$ cat src/design/kpdc_pkg.sv
// Shared types and constants for the key press-duration classifier
`default_nettype none
package kpdc_pkg;

  localparam int LEVEL_W        = 18;
  localparam int KEYS_OUT       = 18;
  localparam int STATUS_W       = 3;
  localparam int OUT_W          = KEYS_OUT * STATUS_W;
  localparam int CFG_W          = 64;
  localparam int CFG_IDX_W      = 3;
  localparam int THR_FIELD_W    = 16;
  localparam int KEYS_PER_REG   = 4;
  localparam int RESET_THRESHOLD = 50;

  typedef enum logic [STATUS_W-1:0] {
    ST_RELEASE    = 3'd0,
    ST_TO_PRESS   = 3'd1,
    ST_SHORT      = 3'd2,
    ST_LONG       = 3'd3,
    ST_TO_RELEASE = 3'd4
  } status_t;

  typedef struct packed {
    logic                   we;
    logic [THR_FIELD_W-1:0] data;
  } thr_wr_t;

endpackage
`default_nettype wire

$ cat src/design/kpdc_lane.sv
// One key lane: hold counter, threshold register and status classification
`default_nettype none
module kpdc_lane #(
  parameter int COUNT_WIDTH = 16
) (
  input  wire logic                               clk,
  input  wire logic                               rst,
  input  wire kpdc_pkg::thr_wr_t                  thr_wr,
  input  wire logic                               advance,
  input  wire logic                               level,
  output      kpdc_pkg::status_t                  status,
  output      kpdc_pkg::status_t                  status_next
);

  localparam logic [COUNT_WIDTH-1:0] CNT_MAX   = {COUNT_WIDTH{1'b1}};
  localparam logic [COUNT_WIDTH-1:0] CNT_ONE   = COUNT_WIDTH'(1);
  localparam logic [COUNT_WIDTH-1:0] THR_RESET = COUNT_WIDTH'(kpdc_pkg::RESET_THRESHOLD);

  logic [COUNT_WIDTH-1:0] threshold;
  logic [COUNT_WIDTH-1:0] count;
  logic [COUNT_WIDTH-1:0] count_next;
  logic [COUNT_WIDTH-1:0] count_inc;

  always_comb begin
    count_inc = (count == CNT_MAX) ? count : count + CNT_ONE;
    if (!level) begin
      status_next = (count != '0) ? kpdc_pkg::ST_TO_RELEASE : kpdc_pkg::ST_RELEASE;
      count_next  = '0;
    end else if (count_inc == CNT_ONE) begin
      status_next = kpdc_pkg::ST_TO_PRESS;
      count_next  = count_inc;
    end else if (count_inc >= threshold) begin
      status_next = kpdc_pkg::ST_LONG;
      count_next  = threshold;
    end else begin
      status_next = kpdc_pkg::ST_SHORT;
      count_next  = count_inc;
    end
  end

  always_ff @(posedge clk) begin
    if (rst) begin
      threshold <= THR_RESET;
      count     <= '0;
      status    <= kpdc_pkg::ST_RELEASE;
    end else begin
      if (thr_wr.we) begin
        threshold <= thr_wr.data[COUNT_WIDTH-1:0];
      end
      if (advance) begin
        count  <= count_next;
        status <= status_next;
      end
    end
  end

endmodule
`default_nettype wire

$ cat src/design/kpdc_merge.sv
// Result stage: two-entry output buffer holding packed new and previous statuses
`default_nettype none
module kpdc_merge (
  input  wire logic                       clk,
  input  wire logic                       rst,
  input  wire logic                       push,
  input  wire logic [kpdc_pkg::OUT_W-1:0] new_packed,
  input  wire logic [kpdc_pkg::OUT_W-1:0] old_packed,
  output      logic                       ready,
  output      logic                       result_valid,
  input  wire logic                       result_ready,
  output      logic [kpdc_pkg::OUT_W-1:0] key_statuses,
  output      logic [kpdc_pkg::OUT_W-1:0] previous_statuses
);

  logic                       main_valid;
  logic                       skid_valid;
  logic [kpdc_pkg::OUT_W-1:0] skid_new;
  logic [kpdc_pkg::OUT_W-1:0] skid_old;
  logic                       pop;

  assign pop          = main_valid && result_ready;
  assign ready        = !skid_valid;
  assign result_valid = main_valid;

  always_ff @(posedge clk) begin
    if (rst) begin
      main_valid <= 1'b0;
      skid_valid <= 1'b0;
    end else if (pop) begin
      if (skid_valid) begin
        skid_valid <= 1'b0;
      end else begin
        main_valid <= push;
      end
    end else if (push) begin
      if (main_valid) begin
        skid_valid <= 1'b1;
      end else begin
        main_valid <= 1'b1;
      end
    end
  end

  always_ff @(posedge clk) begin
    if (pop && skid_valid) begin
      key_statuses      <= skid_new;
      previous_statuses <= skid_old;
    end else if (push && (pop || !main_valid)) begin
      key_statuses      <= new_packed;
      previous_statuses <= old_packed;
    end
    if (push && main_valid && !pop) begin
      skid_new <= new_packed;
      skid_old <= old_packed;
    end
  end

endmodule
`default_nettype wire

$ cat src/design/key_press_duration_classifier.sv
// Top level of the key press-duration classifier
`default_nettype none
// One item is one sampling tick of 18 key levels; each gives exactly one result
// with the new and the previous 3-bit status of every key. An item is taken every
// cycle while the output buffer has room, its result registered there; each key
// has its own lane holding a saturating hold counter and a threshold compare, all
// lanes working in the same cycle. The two-entry output buffer keeps taking input
// after a result stall until its second entry fills. Thresholds reset to 50 and
// are written four keys per register, only their low COUNT_WIDTH bits taking effect.
module key_press_duration_classifier #(
  parameter int NUM_KEYS    = 18,
  parameter int COUNT_WIDTH = 16
) (
  input  wire logic                             clk,
  input  wire logic                             rst,
  input  wire logic                             cfg_we,
  input  wire logic [kpdc_pkg::CFG_IDX_W-1:0]   cfg_index,
  input  wire logic [kpdc_pkg::CFG_W-1:0]       cfg_data,
  input  wire logic                             item_valid,
  output      logic                             item_ready,
  input  wire logic [kpdc_pkg::LEVEL_W-1:0]     key_levels,
  output      logic                             result_valid,
  input  wire logic                             result_ready,
  output      logic [kpdc_pkg::OUT_W-1:0]       key_statuses,
  output      logic [kpdc_pkg::OUT_W-1:0]       previous_statuses
);

  localparam int LANES = (NUM_KEYS < kpdc_pkg::KEYS_OUT) ? NUM_KEYS : kpdc_pkg::KEYS_OUT;

  logic                       advance;
  logic [kpdc_pkg::OUT_W-1:0] new_packed;
  logic [kpdc_pkg::OUT_W-1:0] old_packed;

  assign advance = item_valid && item_ready;

  genvar k;
  generate
    for (k = 0; k < kpdc_pkg::KEYS_OUT; k++) begin : g_key
      if (k < LANES) begin : g_lane
        localparam int RegIdx = k / kpdc_pkg::KEYS_PER_REG;
        localparam int Slot   = k % kpdc_pkg::KEYS_PER_REG;
        kpdc_pkg::thr_wr_t thr_wr;
        kpdc_pkg::status_t status;
        kpdc_pkg::status_t status_next;

        assign thr_wr.we   = cfg_we && (cfg_index == kpdc_pkg::CFG_IDX_W'(RegIdx));
        assign thr_wr.data = cfg_data[kpdc_pkg::THR_FIELD_W*Slot +: kpdc_pkg::THR_FIELD_W];

        kpdc_lane #(
          .COUNT_WIDTH(COUNT_WIDTH)
        ) u_lane (
          .clk         (clk),
          .rst         (rst),
          .thr_wr      (thr_wr),
          .advance     (advance),
          .level       (key_levels[k]),
          .status      (status),
          .status_next (status_next)
        );

        assign new_packed[kpdc_pkg::STATUS_W*k +: kpdc_pkg::STATUS_W] = status_next;
        assign old_packed[kpdc_pkg::STATUS_W*k +: kpdc_pkg::STATUS_W] = status;
      end else begin : g_absent
        assign new_packed[kpdc_pkg::STATUS_W*k +: kpdc_pkg::STATUS_W] = kpdc_pkg::ST_RELEASE;
        assign old_packed[kpdc_pkg::STATUS_W*k +: kpdc_pkg::STATUS_W] = kpdc_pkg::ST_RELEASE;
      end
    end
  endgenerate

  kpdc_merge u_merge (
    .clk               (clk),
    .rst               (rst),
    .push              (advance),
    .new_packed        (new_packed),
    .old_packed        (old_packed),
    .ready             (item_ready),
    .result_valid      (result_valid),
    .result_ready      (result_ready),
    .key_statuses      (key_statuses),
    .previous_statuses (previous_statuses)
  );

`ifndef SYNTHESIS
  a_stall_needs_result: assert property (@(posedge clk) disable iff (rst)
    !item_ready |-> result_valid)
    else $error("input stalled with no result waiting");

  a_item_gives_result: assert property (@(posedge clk) disable iff (rst)
    item_valid && item_ready && !result_valid |=> result_valid)
    else $error("accepted item did not reach the output");

  a_reset_empties: assert property (@(posedge clk)
    rst |=> !result_valid && item_ready)
    else $error("output buffer not empty after reset");
`endif

endmodule
`default_nettype wire
$ cat config.mk
export PLATFORM = sky130hd
export DESIGN_NAME = key_press_duration_classifier
export DESIGN_NICKNAME = d
export VERILOG_FILES = /design/src/design/kpdc_pkg.sv /design/src/design/kpdc_lane.sv /design/src/design/kpdc_merge.sv /design/src/design/key_press_duration_classifier.sv
export SDC_FILE = /design/constraint.sdc
export NUM_CORES = 2
export LEC_CHECK = 0
export ABC_CLOCK_PERIOD_IN_PS = 10100
export BUFFER_PORTS_ARGS = -buffer_cell sky130_fd_sc_hd__buf_2
export CAP_MARGIN = 20
export CORE_MARGIN = 8
export CORE_UTILIZATION = 24
export DETAILED_ROUTE_END_ITERATION = 10
export GPL_TIMING_DRIVEN = 0
export PLACE_DENSITY = 0.46
export REMOVE_ABC_BUFFERS = 1
export SLEW_MARGIN = 20
export SYNTH_ARGS = -nofsm -noshare
export SYNTH_HDL_FRONTEND = slang
export SYNTH_SLANG_ARGS = --single-unit
$ cat constraint.sdc
create_clock -name clk -period 10.1 [get_ports clk]
set_clock_uncertainty 0.2 [all_clocks]
set_input_delay 1.515 -clock clk [delete_from_list [all_inputs] [get_ports clk]]
set_output_delay 1.515 -clock clk [all_outputs]
set_load 0.005 [all_outputs]
==> results.sh <==
export IMPL_regArea_um2=19100
export IMPL_path_class="flip-flop to flip-flop"
export IMPL_drt_iter0_markers=2898
export IMPL_cts_buffers_inserted=105
export IMPL_core_area_um2=204000
export IMPL_period_share_pct=55.7
export IMPL_die_h_um=468
export IMPL_cts_buffer_depth=3
export IMPL_place_inst=8426
export IMPL_gp_congestion=0.861
export IMPL_grt_pass1_wl_mm=258
export IMPL_async_flop_share_pct=0
export IMPL_antenna_left=0
export IMPL_synth_cell_types=89
export IMPL_ys_seq_elements=848
export IMPL_wl_mm=169
export IMPL_post_cts_resized=0
export IMPL_die_area_um2=219000
export IMPL_path_max_fanout=20
export IMPL_power_mw=8.36
export IMPL_drv_cap=0
export IMPL_io_pins=200
export IMPL_p_leak_nw=22.6
export IMPL_hold_class="flip-flop to flip-flop"
export IMPL_period_minus_slack_ns=5.62
export IMPL_slowest_delay_ns=0.82
export IMPL_slew_limit_headroom_pct=23.3
export IMPL_grt_overflow=0
export IMPL_drtPass1Iterations=5
export IMPL_syn_area_um2=49100
export IMPL_route_detailed_drc=0
export IMPL_antenna_found_initial=19
export IMPL_finalNonFillerCells=8634
export IMPL_initial_core_util_pct=24.1
export IMPL_drive_gt1_share_pct=9.86
export IMPL_holdBufCountCts=0
export IMPL_slowest_stage="nor3_1"
export IMPL_area_growth_pct=16.4
export IMPL_hold_viol_final=0
export IMPL_grt_use_total_pct=14.9
export IMPL_vias=42600
export IMPL_ir_drop_mv=0.116
export IMPL_grt_pass1_vias=41600
export IMPL_die_w_um=468
export IMPL_grt_max_degree=106
export IMPL_multi_input_area_um2=27200
export IMPL_synth_cells=5854
export IMPL_synth_edff_count=216
export IMPL_crit_path_start="g_key[10].g_lane.u_lane.count[0]"
export IMPL_path_cells="ha_1 > nand2_1 > nor3_1 > nand2_1 > xnor2_1 > ha_1 > nand2b_1 > a2111oi_0 > o21bai_1 > a41oi_1 > o21ai_0 > o211a_1 > o211a_1 > a221o_1"
export IMPL_cts_sinks=848
export IMPL_seq_area_frac_synth_pct=39.0
export IMPL_arrival_ns=6.03
export IMPL_grt_setup_unrepaired="false"
export IMPL_endpoint_kind="flip-flop"
export IMPL_wl_per_cell_um=19.6
export IMPL_r2r_start="g_key[10].g_lane.u_lane.count[0]"
export IMPL_finalSetupViolations=0
export IMPL_fmax_mhz=178
export IMPL_ys_flop_type="dfxtp_1"
export IMPL_outcome="complete, no violations"
export IMPL_avgViaCountPerCell=4.93
export IMPL_dpl_hpwl_mm=121
export IMPL_drv_slew=0
export IMPL_required_ns=10.51
export IMPL_clk_pin_slew_ns=0.06
export IMPL_clock_root_buffer="clkbuf_16"
export IMPL_synth_avg_cell_area_um2=8.38
export IMPL_hp_start="g_key[11].g_lane.u_lane.threshold[2]"
export IMPL_row_count=166
export IMPL_clk_latency_ns=0.74
export IMPL_io_buffers=199
export IMPL_fillers=21900
export IMPL_ys_warn_count=0
export IMPL_tightest_slew_ns=1.14
export IMPL_cts_htree_levels=3
export IMPL_power_density_nw_per_um2=146
export IMPL_final_net_count=6259
export IMPL_post_cts_buffers=0
export IMPL_cts_tree="yes"
export IMPL_crit_path_start_kind="flip-flop"
[layout make-up]
type                    count  area share (%)
flip-flops and latches    848            33.5
diodes                     10          0.0438
clock buffers             147            5.46
clock inverters            51           0.782
inverters                 394            2.59
repair buffers            265            4.11
multi-input cells        4231            47.6
well taps                2688            5.89
[cell usage after synthesis, drive strengths merged, types with 45 or more instances]
master	count	share of area (%)
nor2	235	1.8
and4	58	1.0
dfxtp	632	26
mux2	63	1.4
o21ai	173	1.8
edfxtp	216	13
a211o	45	0.80
xnor2	100	1.8
and3	94	1.2
xor2	59	1.1
clkbuf	305	2.3
mux2i	58	1.2
a21o	89	1.4
nand2	1132	8.7
nor3	112	1.1
a221o	153	3.1
a31oi	50	0.64
nor4	92	1.3
inv	393	3.0
nand3	140	1.4
and2	115	1.5
ha	324	8.3
nand4	138	1.8
buf	76	0.72
a21oi	396	4.0
[cells in the final DEF (no fill, tap or decap), types with 100 or more instances in the layout]
cell type / instances
edfxtp_1: 216
a221o_1: 153
o21ai_0: 167
buf_2: 198
a21oi_1: 394
inv_1: 393
nand3_1: 137
and2_1: 113
dfxtp_1: 632
clkbuf_16: 114
ha_1: 324
nand2_1: 1129
xnor2_1: 100
nand4_1: 137
nor2_1: 232
nor3_1: 106
[sequential cells by signal (all words and copies together) (netlist names)]
name                           count
g_key.g_lane.u_lane.count        288
g_key.g_lane.u_lane.status        54
g_key.g_lane.u_lane.threshold    288
u_merge.key_statuses              54
u_merge.previous_statuses         54
u_merge.result_valid               1
u_merge.skid_new                  54
u_merge.skid_old                  54
u_merge.skid_valid                 1
[cell families (layout without fill, tap and decap cells)]
| family | after synthesis | count (layout) | synth area share (%) |
|---|---|---|---|
| and+or+nand+nor | 2340 | 2340 | 23.0 |
| xor gates and xnor gates | 159 | 159 | 2.84 |
| adders and majority gates | 324 | 324 | 8.26 |
| buffers and inverters | 775 | 857 | 6.07 |
| other | 0 | 10 | 0 |
| AOI/OAI and AO/OA | 1287 | 1287 | 18.2 |
| DFF | 848 | 848 | 39.0 |
| muxes | 121 | 121 | 2.63 |
[worst max-delay path: cells and delay by family, from the launching register on]
kind,cells,cell delay (ns)
AOI/OAI and AO/OA,7,2.44
and+or+nand+nor,4,1.52
adders and majority gates,2,0.52
DFF,1,0.43
xor gates and xnor gates,1,0.36
[where the power goes]
group,total [mW],internal [mW],switching [mW]
sequential,3.67,3.61,0.0644
clock,3.93,2.31,1.63
combinational,0.757,0.267,0.490
total,8.36,6.18,2.18
[metal layers]
metal	vias to the layer above	share of wire [%]	GRT usage (%)
met3	225	4.4	2.23
li1	21100	-	-
met1	20400	47	20.0
met5	-	0.016	0
met4	4	2.8	4.76
met2	897	46	24.6
[final timing paths]
check	to	slack, ns	cells after the start
worst max register to register	g_key[10].g_lane.u_lane.count[10]	4.48	14
worst min-delay path	g_key[11].g_lane.u_lane.threshold[2]	0.25	2
worst min register to register	g_key[11].g_lane.u_lane.threshold[2]	0.25	2
worst max-delay path	g_key[10].g_lane.u_lane.count[10]	4.48	14
[through the flow]
step	util, %	worst slack, ns	instance area, µm²	hold WS (ns)	TNS (ns)
6_report	28.0	4.48	57100	0.254	0
5_1_grt	28.0	4.03	57100	0.271	0
4_1_cts	28.0	4.46	57100	0.254	0
3_5_place_dp	26.2	4.49	53500	0.243	0
3_3_place_gp	25.5	-30.66	51900	0.239	-9929.22
2_1_floorplan	-	-1.02	47600	0.226	-158.08
Power figures use the tool's default switching activity.
